==> src/hw/rtl/rns_divider.sv <==
`timescale 1ns / 1ps

module rns_divider #(
	parameter int NW = 21,
	parameter int DW = 11
) (
	input  logic          clk,
	input  logic          arst_n,
	input  logic          start,
	input  logic [NW-1:0] dividend,
	input  logic [DW-1:0] divisor,
	output logic          busy,
	output logic          done,
	output logic [NW-1:0] quotient
);

	localparam int CW = $clog2(NW + 1);

	logic          busy_q;
	logic          done_q;
	logic [CW-1:0] cnt_q;
	logic [DW-1:0] rem_q;
	logic [NW-1:0] quo_q;
	logic [DW-1:0] dvs_q;

	logic [DW:0]   rem_sh;
	logic [DW+1:0] diff;
	logic          fits;

	// restoring division, one quotient bit per cycle
	assign rem_sh = {rem_q, quo_q[NW-1]};
	assign diff   = {1'b0, rem_sh} - {2'b00, dvs_q};
	assign fits   = !diff[DW+1];

	always_ff @(posedge clk or negedge arst_n) begin
		if (!arst_n) begin
			busy_q <= 1'b0;
			done_q <= 1'b0;
			cnt_q  <= '0;
		end else begin
			done_q <= 1'b0;
			if (start) begin
				busy_q <= 1'b1;
				cnt_q  <= CW'(NW);
			end else if (busy_q) begin
				cnt_q <= cnt_q - CW'(1);
				if (cnt_q == CW'(1)) begin
					busy_q <= 1'b0;
					done_q <= 1'b1;
				end
			end
		end
	end

	always_ff @(posedge clk) begin
		if (start) begin
			quo_q <= dividend;
			rem_q <= '0;
			dvs_q <= divisor;
		end else if (busy_q) begin
			rem_q <= fits ? diff[DW-1:0] : rem_sh[DW-1:0];
			quo_q <= {quo_q[NW-2:0], fits};
		end
	end

	assign busy     = busy_q;
	assign done     = done_q;
	assign quotient = quo_q;

endmodule

==> config.mk <==
export PLATFORM = sky130hd
export DESIGN_NAME = rns_divider
export DESIGN_NICKNAME = d
export VERILOG_FILES = /design/src/hw/rtl/rns_divider.sv
export SDC_FILE = /design/constraint.sdc
export NUM_CORES = 1
export LEC_CHECK = 0
export BUFFER_PORTS_ARGS = -buffer_cell sky130_fd_sc_hd__buf_2
export CAP_MARGIN = 15
export CORE_MARGIN = 2
export CORE_UTILIZATION = 59
export DETAILED_ROUTE_END_ITERATION = 8
export PLACE_DENSITY = 0.91
export SYNTH_ARGS = -nofsm -noshare
export SYNTH_HDL_FRONTEND = slang
export SYNTH_SLANG_ARGS = --single-unit
==> constraint.sdc <==
create_clock -name clk -period 6.5 [get_ports clk]
set_clock_uncertainty 0.15 [all_clocks]
set_input_delay 0.325 -clock clk [delete_from_list [all_inputs] [get_ports clk]]
set_output_delay 0.325 -clock clk [all_outputs]
set_load 0.005 [all_outputs]
==> results of run 1 <==
[per-layer routing]
| layer | vias to the layer above | GRT usage |
|---|---|---|
| li1 | 1034 | - |
| met1 | 1033 | 0.3228 |
| met2 | 118 | 0.3955 |
| met3 | 15 | 0.08056 |
| met4 | 0 | 0.07547 |
| met5 | - | 0 |
[per-stage QoR]
stage | total power, mW | worst slack (ns) | instance area [sq um] | util
2_1_floorplan | 0.7325 | 4.115 | 2738 | -
3_3_place_gp | 0.8208 | 3.997 | 3034 | 0.6874
3_5_place_dp | 0.8372 | 3.835 | 3034 | 0.6874
4_1_cts | 1.028 | 3.809 | 3139 | 0.7112
5_1_grt | 1.094 | 3.567 | 3139 | 0.7112
6_report | 1.037 | 3.754 | 3139 | 0.7112
[path summary, 6_finish.rpt]
| path | endpoint | slack, ns | depth (start not counted) |
|---|---|---|---|
| setup / recovery | rem_q[2]$_SDFFE_PP0P_ | 3.75 | 8 |
| hold / removal | dvs_q[2]$_DFFE_PP_ | 0.04 | 1 |
| setup reg to reg | rem_q[2]$_SDFFE_PP0P_ | 3.75 | 8 |
| hold reg to reg | rem_q[10]$_SDFFE_PP0P_ | 0.36 | 1 |
| max in group asynchronous | busy$_DFF_PN0_ | 5.82 | 2 |
| min in group asynchronous | cnt_q[4]$_DFFE_PN0P_ | 0.23 | 2 |
[timing repair]
action | 4_1_cts | 5_1_grt
setup endpoints to repair | 0 | 0
hold endpoints to repair | 7 | 0
hold buffers | 1 | 0
setup buffers | 0 | 0
[power by group through the flow]
stage	clock network, mW	logic (mW)	registers [mW]
after global placement	0	0.380	0.441
after floorplan	0	0.300	0.433
final	0.191	0.408	0.439
after CTS	0.190	0.400	0.437
after global routing	0.200	0.449	0.445
after detailed placement	0	0.395	0.442
[logic make-up after synthesis]
logic type               count (synthesis)
AO/OA/AOI/OAI                           56
XOR/XNOR                                 7
adder cells (fa/ha/maj)                 14
buffers and inverters                   31
AND/OR/NAND/NOR                         74
flip-flops                              50
multiplexers                            21
[cell usage in the layout (no fill, tap or decap), types with 6 or more instances in the layout]
master	instances
buf_2	57
nand2_1	14
edfxtp_1	32
nand2b_1	7
ha_1	13
inv_1	18
mux2_2	21
clkbuf_8	6
a21oi_1	8
dfrtp_1	7
nor2_1	28
o21ai_0	6
dfxtp_1	11
[registers in the layout (all words and copies together), names as in the netlist]
signal and cells:
busy 1, done 1, dvs_q 11, quotient 21, cnt_q 5, rem_q 11
[cell type report]
type	count	area, sq um
inverters	18	67.56
repair buffers	59	302.8
fillers	298	1275
clock inverters	2	12.51
flip-flops and latches	50	1356
multi-input cells	172	1252
well taps	52	65.06
clock buffers	6	82.58
[worst max-delay path, stage by stage (launching register included)]
cell	delay (ns)
edfxtp_1	0.39
inv_1	0.06
ha_1	0.22
fa_1	0.41
nand2b_1	0.21
a21o_1	0.20
o21ai_1	0.47
o21ai_0	0.22
a311oi_1	0.33
==> out/results.ini, run 1 <==
[status]
outcome=finished clean

[power_and_ir_drop]
netSwitchingPower_mw=0.3800
p_int_mw=0.6572
pwr-share-seq=0.423
switching_share=0.3664
p_leak_nw=1.385
cellPowerDensity_nw_per_um2=330.4
ir_drop_v=0.0002212
pwr-share-clk=0.184
power_frac_comb=0.393

[worst_setup_path]
critPathKind=register to register
r2r-start=quotient[20]$_DFFE_PP_
end_kind=register
cp.arrival_ns=2.80
cp.required_ns=6.55
crit_fanout=8
cp-startpoint=quotient[20]$_DFFE_PP_
critPathLaunchType=register

[route]
wl_microns=6116
firstDrtPassIters=5
highest_layer=met4
ant_nets=0
dr_wl_met2_microns=2888
drcViolationCount=0
dr_total_vias=2200
drt_iter0_drc=251
m1WireLength_microns=2508
dr_wl_met3_microns=598
vias_per_cell=6.128
post_drt_wl_per_cell_microns=17.04

[floorplanning]
rows=24
dieHeight_microns=72.12
ios=58
design.core.area_sq_um=4414
dieArea_sq_um=5201
die_w_microns=72.12
initial_core_util=0.6202

[synth]
netlist_area_sq_um=2738
synth_adder_area_share=0.06673
synth_area_leaders=edfxtp_1, mux2_2, dfxtp_1, dfrtp_1, ha_1
synth_seq_area_share=0.4954
synth_seq_cells=50
muxShareOfSynthArea=0.08638
syn_avg_cell_area_sq_um=10.82
synth-compound-area-share=0.1485
synth_top_family_by_area=compound AO/OA/AOI/OAI gates
yosys.area.top_type=edfxtp_1
synth_ff_type=edfxtp_1
synth-simple-area-share=0.1335
yosys-top-cells-count=edfxtp_1, nor2_1, mux2_2
synth_top_area_frac=0.3510
synthDistinctLibCells=49
synth_xor_area_frac=0.02239
synth.most_common_cell=edfxtp_1
ys_async_sr_fraction=0.1400
yosysWarnings=0
synth_edf_count=32
synthCells=253
synth_nets=302

[grt]
grt_max_degree=50
grt_util_all_layers=0.2472
overflow=0
grt_pass1_vias=2121
grt_pass1_wl_microns=9949
grt_antenna_before_repair=0

[finish]
drive_gt1_frac=0.2866
stdcell_count=359
nets=355
diodes=0
area_growth_pct=14.67

[placed_design]
portBuffers=57
dp_cells=350
routabilityCongestion=0.9146
dp_hpwl_microns=4429

[worst_hold_path]
worstHoldStart=divisor[2]
min_path_type=input pin to register

[timing]
hold_ws_ns=0.04065
max_freq_ghz=0.3642
drv_slew=0
final.setup.tns_ns=0
grt_setup_unrepaired=false
max_slew_margin=0.4571
tightest_slew_ns=0.8135
hold_viol_final=0
fin_crit_sh=0.4224
setup-violations-final=0
period_minus_slack_ns=2.746

[cts]
htree_levels=2
cts_resized=0
cts_tree=yes
cts_root_buffer=clkbuf_8
clk_pin_slew_ns=0.09
cts_buffers=5
cts.sinks=50
clk_path_buf_depth=2
clkLatencyLatePin_ns=0.30

[flow_run]
maxCapViolCount=0

(Power assumes the default switching activity.)
==> run 2: changes to the inputs <==
--- a/config.mk
+++ b/config.mk
@@ -8,9 +8,9 @@
 export BUFFER_PORTS_ARGS = -buffer_cell sky130_fd_sc_hd__buf_2
 export CAP_MARGIN = 15
 export CORE_MARGIN = 2
-export CORE_UTILIZATION = 59
+export CORE_UTILIZATION = 49
 export DETAILED_ROUTE_END_ITERATION = 8
-export PLACE_DENSITY = 0.91
+export PLACE_DENSITY = 0.82
 export SYNTH_ARGS = -nofsm -noshare
 export SYNTH_HDL_FRONTEND = slang
 export SYNTH_SLANG_ARGS = --single-unit
==> constraint.sdc (replaced) <==
create_clock -name clk -period 2.3 [get_ports clk]
set_clock_uncertainty 0.15 [all_clocks]
set_input_delay 0.115 -clock clk [delete_from_list [all_inputs] [get_ports clk]]
set_output_delay 0.115 -clock clk [all_outputs]
set_load 0.005 [all_outputs]
==> out/results.ini, run 2 (same netlist as run 1, synthesis figures left out) <==
[status]
outcome=finished, violations left
violations=setup timing

[route]
firstDrtPassIters=4  ; -1
drt_iter0_drc=191  ; -24%
post_drt_wl_per_cell_microns=17.41  ; +2.2%
drcViolationCount=0  ; unchanged
ant_nets=0  ; unchanged
vias_per_cell=5.643  ; -7.9%
wl_microns=7558  ; +24%
dr_total_vias=2449  ; +11%

[finish]
stdcell_count=434  ; +21%
final_cell_mix=buf_2, dlygate4sd3_1, edfxtp_1
final.fill_count=354  ; +19%
fin_util=0.6883  ; -0.02288
drive_gt1_frac=0.3481  ; +0.06142
diodes=0  ; unchanged
largest_reg_flops=21  ; unchanged
layout_commonest_cell=buf_2
area_growth_pct=36.75
nets=410  ; +15%

[worst_hold_path]
min_path_type=input pin to async pin

[flow_run]
maxCapViolCount=0  ; unchanged

[floorplanning]
dieHeight_microns=78.75  ; +9.2%
dieArea_sq_um=6201  ; +19%
design.core.area_sq_um=5439  ; +23%
initial_core_util=0.5033  ; -0.1168
die_w_microns=78.75  ; +9.2%
ios=58  ; unchanged
rows=27  ; +13%

[timing]
grt_setup_unrepaired=true
hold_ws_ns=0.02958  ; -0.01107 ns
period_minus_slack_ns=2.382  ; -0.3632 ns
max_slew_margin=0.7342  ; +0.2771
max_freq_ghz=0.4197  ; +15%
drv_slew=0  ; unchanged
tightest_slew_ns=0.3887  ; -0.4248 ns
fin_crit_sh=1.036  ; +0.6134
setup-violations-final=2  ; +2
setup_slack_ns=-0.08243  ; -3.837 ns
hold_viol_final=0  ; unchanged

[worst_setup_path]
path_delay_family=compound AO/OA/AOI/OAI gates
worstPathCellList=inv_1, ha_2, fa_2, nand2b_4, a21o_1, o21a_1, a211o_1, a311oi_1
crit_buf_inv=1  ; unchanged
cp.arrival_ns=2.43  ; -0.37 ns
rrSetupSlack_ns=-0.08  ; -3.84 ns
end_kind=register
slowest_delay_ns=0.38  ; -0.09 ns
critPathLaunchType=register
crit_fanout=4  ; -4
rr_endpoint=rem_q[3]$_SDFFE_PP0P_
cp.required_ns=2.35  ; -4.20 ns
cpMaxStageDelayCell=edfxtp_1
ff2ff_path_depth=8  ; unchanged
critPathKind=register to register
r2r-start=quotient[20]$_DFFE_PP_

[cts]
cts_tree=yes
clkLatencyLatePin_ns=0.31  ; about the same
clk_pin_slew_ns=0.09  ; about the same
htree_levels=2  ; unchanged
clk_path_buf_depth=2  ; unchanged
cts.sinks=50  ; unchanged
cts_buffers=5  ; unchanged
cts_root_buffer=clkbuf_8

[placed_design]
routabilityCongestion=0.8968  ; -1.9%
dp_hpwl_microns=4580  ; +3.4%
dp_cells=389  ; +11%
portBuffers=57  ; unchanged

[grt]
grt_max_degree=23  ; -54%
grt_util_all_layers=0.2421  ; -0.005104
grt_pass1_vias=2421  ; +14%
overflow=0  ; unchanged
grt_antenna_before_repair=0  ; unchanged
grt_pass1_wl_microns=11560  ; +16%

[power_and_ir_drop]
p_total_mw=3.314  ; +220%
ir_drop_v=0.0005625  ; +150%
p_leak_nw=1.651  ; +19%
cellPowerDensity_nw_per_um2=885.3  ; +170%

-- run 2: changes by cell type in the layout (fill, tap and decap cells not counted), moves of 2 or more --
cell,before,now
a311oi_1,3,1
a311oi_2,0,2
buf_4,1,23
clkinv_2,0,2
dlygate4sd3_1,1,33
nor3_1,3,1
nor3_2,0,2
o21ai_0,6,4
-- run 2: cell type report --
type	instances	area, sq um	share of cell area
clock buffer	5	68.82	0.01838
timing repair buffer	114	799.5	0.2136
tap	72	90.09	0.02406
inverter	18	67.56	0.01805
sequential	50	1356	0.3623
multi-input combinational	172	1321	0.3529
clock inverter	3	40.04	0.01070
-- run 2: repair_timing --
action / in CTS / in global routing
buffers inserted: 1 / 3
endpoints found under the hold margin: 39 / 0
pin swaps: 2 / 9
hold buffers: 33 / 0
endpoints found under the setup margin: 1 / 9
gates resized for setup: 0 / 17
-- run 2: power breakdown --
group / total (mW) / internal [mW] / switching [mW]
combinational: 1.45 / 0.674 / 0.779
sequential: 1.25 / 1.12 / 0.131
clock: 0.610 / 0.320 / 0.289
-- run 2: stage by stage --
step	worst slack (ns)	TNS, ns	instance area [sq um]
2_1_floorplan	-0.0005236	-0.0005236	2748
3_3_place_gp	0.09875	0	3212
3_5_place_dp	0.002547	0	3212
4_1_cts	0.004617	0	3659
5_1_grt	-0.1448	-0.5152	3744
6_report	-0.08243	-0.1621	3744
-- run 2: how the worst max path moves through the flow --
stage                            from                    end  slack, ns  depth (start not counted)
2_1_floorplan  quotient[20]$_DFFE_PP_  rem_q[3]$_SDFFE_PP0P_    -0.0005                          9
3_3_place_gp   quotient[20]$_DFFE_PP_  rem_q[3]$_SDFFE_PP0P_        0.1                          8
3_5_place_dp   quotient[20]$_DFFE_PP_  rem_q[3]$_SDFFE_PP0P_      0.003                          8
4_1_cts        quotient[20]$_DFFE_PP_  rem_q[3]$_SDFFE_PP0P_      0.005                          8
5_1_grt        quotient[20]$_DFFE_PP_  rem_q[6]$_SDFFE_PP0P_      -0.14                          8
6_report       quotient[20]$_DFFE_PP_  rem_q[3]$_SDFFE_PP0P_      -0.08                          8
-- run 2: worst reg2reg max path, stage by stage, from the launching register on --
cell,delay (ns)
edfxtp_1,0.38
inv_1,0.07
ha_2,0.20
fa_2,0.37
nand2b_4,0.16
a21o_1,0.18
o21a_1,0.21
a211o_1,0.26
a311oi_1,0.30
-- run 2: per-layer routing --
| metal | GRT usage | vias up | routed length [microns] |
|---|---|---|---|
| met1 | 0.2930 | 1176 | 2954 |
| met2 | 0.4359 | 94 | 3889 |
| met5 | 0 | - | 0 |
| met3 | 0.03409 | 31 | 425 |
| met4 | 0.09298 | 0 | 289 |
| li1 | - | 1148 | - |
==> run 3: changes to the inputs <==
--- a/config.mk
+++ b/config.mk
@@ -8,9 +8,9 @@
 export BUFFER_PORTS_ARGS = -buffer_cell sky130_fd_sc_hd__buf_2
 export CAP_MARGIN = 15
 export CORE_MARGIN = 2
-export CORE_UTILIZATION = 49
+export CORE_UTILIZATION = 54
 export DETAILED_ROUTE_END_ITERATION = 8
-export PLACE_DENSITY = 0.82
+export PLACE_DENSITY = 0.85
 export SYNTH_ARGS = -nofsm -noshare
 export SYNTH_HDL_FRONTEND = slang
 export SYNTH_SLANG_ARGS = --single-unit
==> constraint.sdc (replaced) <==
create_clock -name clk -period 2.7 [get_ports clk]
set_clock_uncertainty 0.15 [all_clocks]
set_input_delay 0.135 -clock clk [delete_from_list [all_inputs] [get_ports clk]]
set_output_delay 0.135 -clock clk [all_outputs]
set_load 0.005 [all_outputs]
==> out/results.ini, run 3 (same netlist as run 1, synthesis figures left out) <==
[floorplanning]
initial_core_util=0.5683  ; +0.06498
ios=58  ; unchanged
die_w_microns=75.20  ; -4.5%
dieArea_sq_um=5655  ; -8.8%
rows=25  ; -7.4%
design.core.area_sq_um=4817  ; -11%
dieHeight_microns=75.20  ; -4.5%

[power_and_ir_drop]
p_leak_nw=1.532  ; -7.2%
ir_drop_v=0.0005772  ; +2.6%
p_total_mw=2.566  ; -23%
cellPowerDensity_nw_per_um2=731.8  ; -17%

[worst_setup_path]
critPathKind=register to register
cp.arrival_ns=2.65  ; +0.22 ns
worstPathCellList=inv_1, ha_1, fa_1, nand2b_1, a21o_1, o21a_2, a211o_1, a311oi_1
cp.required_ns=2.76  ; +0.41 ns
crit_fanout=10  ; +6
crit_buf_inv=1  ; unchanged
path_delay_family=compound AO/OA/AOI/OAI gates
critPathLaunchType=register
cpMaxStageDelayCell=fa_1
end_kind=register
slowest_delay_ns=0.41  ; +0.03 ns

[status]
outcome=finished clean

[grt]
grt_antenna_before_repair=0  ; unchanged
grt_pass1_wl_microns=11230  ; -2.9%
grt_pass1_vias=2344  ; -3.2%
overflow=0  ; unchanged
grt_max_degree=36  ; +57%
grt_util_all_layers=0.2699  ; +0.02780

[timing]
drv_slew=0  ; unchanged
final.setup.tns_ns=0  ; +0.1621 ns
tightest_slew_ns=0.6197  ; +0.2311 ns
period_minus_slack_ns=2.585  ; +0.2024 ns
max_freq_ghz=0.3869  ; -7.8%
fin_crit_sh=0.9573  ; -0.07850
setup_slack_ns=0.1152  ; +0.1976 ns
grt_setup_unrepaired=false
hold_ws_ns=0.02761  ; -0.001976 ns
max_slew_margin=0.5853  ; -0.1489
hold_viol_final=0  ; unchanged
setup-violations-final=0  ; -2

[cts]
cts.sinks=50  ; unchanged
clk_path_buf_depth=2  ; unchanged
cts_tree=yes
clkLatencyLatePin_ns=0.31  ; about the same
cts_root_buffer=clkbuf_8
cts_buffers=5  ; unchanged
htree_levels=2  ; unchanged
clk_pin_slew_ns=0.10  ; about the same

[finish]
diodes=0  ; unchanged
regArea_sq_um=1356  ; unchanged
nets=392  ; -4.4%
multi_input_area_sq_um=1254  ; -5.1%
layout_commonest_cell=buf_2
drive_gt1_frac=0.2703  ; -0.07772
largest_reg_flops=21  ; unchanged
final_cell_mix=buf_2, dlygate4sd3_1, edfxtp_1
final.fill_count=313  ; -12%
area_growth_pct=28.06

[placed_design]
preCtsSetupSlack_ns=0.1288  ; +0.1263 ns
dp_hpwl_microns=4297  ; -6.2%
portBuffers=57  ; unchanged
routabilityCongestion=0.9068  ; +1.1%

[route]
firstDrtPassIters=7  ; +3
dr_total_vias=2409  ; -1.6%
wl_microns=7353  ; -2.7%
drcViolationCount=0  ; unchanged
drt_iter0_drc=323  ; +69%
post_drt_wl_per_cell_microns=17.89  ; +2.7%
ant_nets=0  ; unchanged
vias_per_cell=5.861  ; +3.9%

[flow_run]
maxCapViolCount=0  ; unchanged

[worst_hold_path]
min_path_type=input pin to async pin

-- run 3: changes by cell type in the layout (fill, tap and decap cells not counted), moves of 2 or more --
cell | before | now
a311oi_1 | 1 | 3
a311oi_2 | 2 | 0
buf_4 | 23 | 6
clkbuf_1 | 0 | 2
clkinv_2 | 2 | 0
nor3_1 | 1 | 3
nor3_2 | 2 | 0
o21ai_0 | 4 | 6
-- run 3: area by class of cell --
class                      instances  share of cell area
sequential                        50              0.3869
tap                               67             0.02391
clock inverter                     1            0.002141
inverter                          18             0.01927
timing repair buffer              96              0.1884
multi-input combinational        172              0.3576
clock buffer                       7             0.02177
-- run 3: worst paths after layout --
| kind | from | to | slack (ns) | cells after the start |
|---|---|---|---|---|
| worst max-delay path | quotient[20]$_DFFE_PP_ | rem_q[3]$_SDFFE_PP0P_ | 0.12 | 8 |
| worst min-delay path | arst_n | cnt_q[1]$_DFFE_PN0P_ | 0.03 | 2 |
| worst max register to register | quotient[20]$_DFFE_PP_ | rem_q[3]$_SDFFE_PP0P_ | 0.12 | 8 |
| worst min register to register | rem_q[1]$_SDFFE_PP0P_ | rem_q[1]$_SDFFE_PP0P_ | 0.36 | 2 |
| max in group asynchronous | arst_n | cnt_q[2]$_DFFE_PN0P_ | 2.22 | 2 |
| min in group clk | start | dvs_q[1]$_DFFE_PP_ | 0.08 | 1 |
-- run 3: what timing repair did --
item,4_1_cts,5_1_grt
hold buffers,31,2
endpoints found under the hold margin,37,2
buffers inserted,0,0
setup endpoints to repair,0,1
resized for setup,0,1
-- run 3: where the power goes --
group / switching (mW) / internal, mW / leakage, nW / total (mW)
Clock: 0.267 / 0.184 / 0.0385 / 0.452
Sequential: 0.111 / 0.955 / 0.501 / 1.07
Combinational: 0.585 / 0.464 / 0.993 / 1.05
Total: 0.963 / 1.60 / 1.53 / 2.57
-- run 3: stage by stage --
stage | instance area (sq um) | cells | utilization
6_report | 3506 | 411 | 0.7278
5_1_grt | 3506 | 411 | 0.7278
4_1_cts | 3485 | 409 | 0.7234
3_5_place_dp | 3090 | 370 | 0.6416
3_3_place_gp | 3090 | 370 | 0.6416
2_1_floorplan | 2738 | 253 | -
-- run 3: metal layers --
metal / global-route usage / wire length (microns) / vias up / part of all wire
met5: 0 / 0 / - / 0
met4: 0.1306 / 344 / 0 / 0.047
met3: 0.08300 / 678 / 38 / 0.092
met2: 0.4454 / 3462 / 157 / 0.47
met1: 0.3221 / 2867 / 1101 / 0.39
li1: - / - / 1113 / -
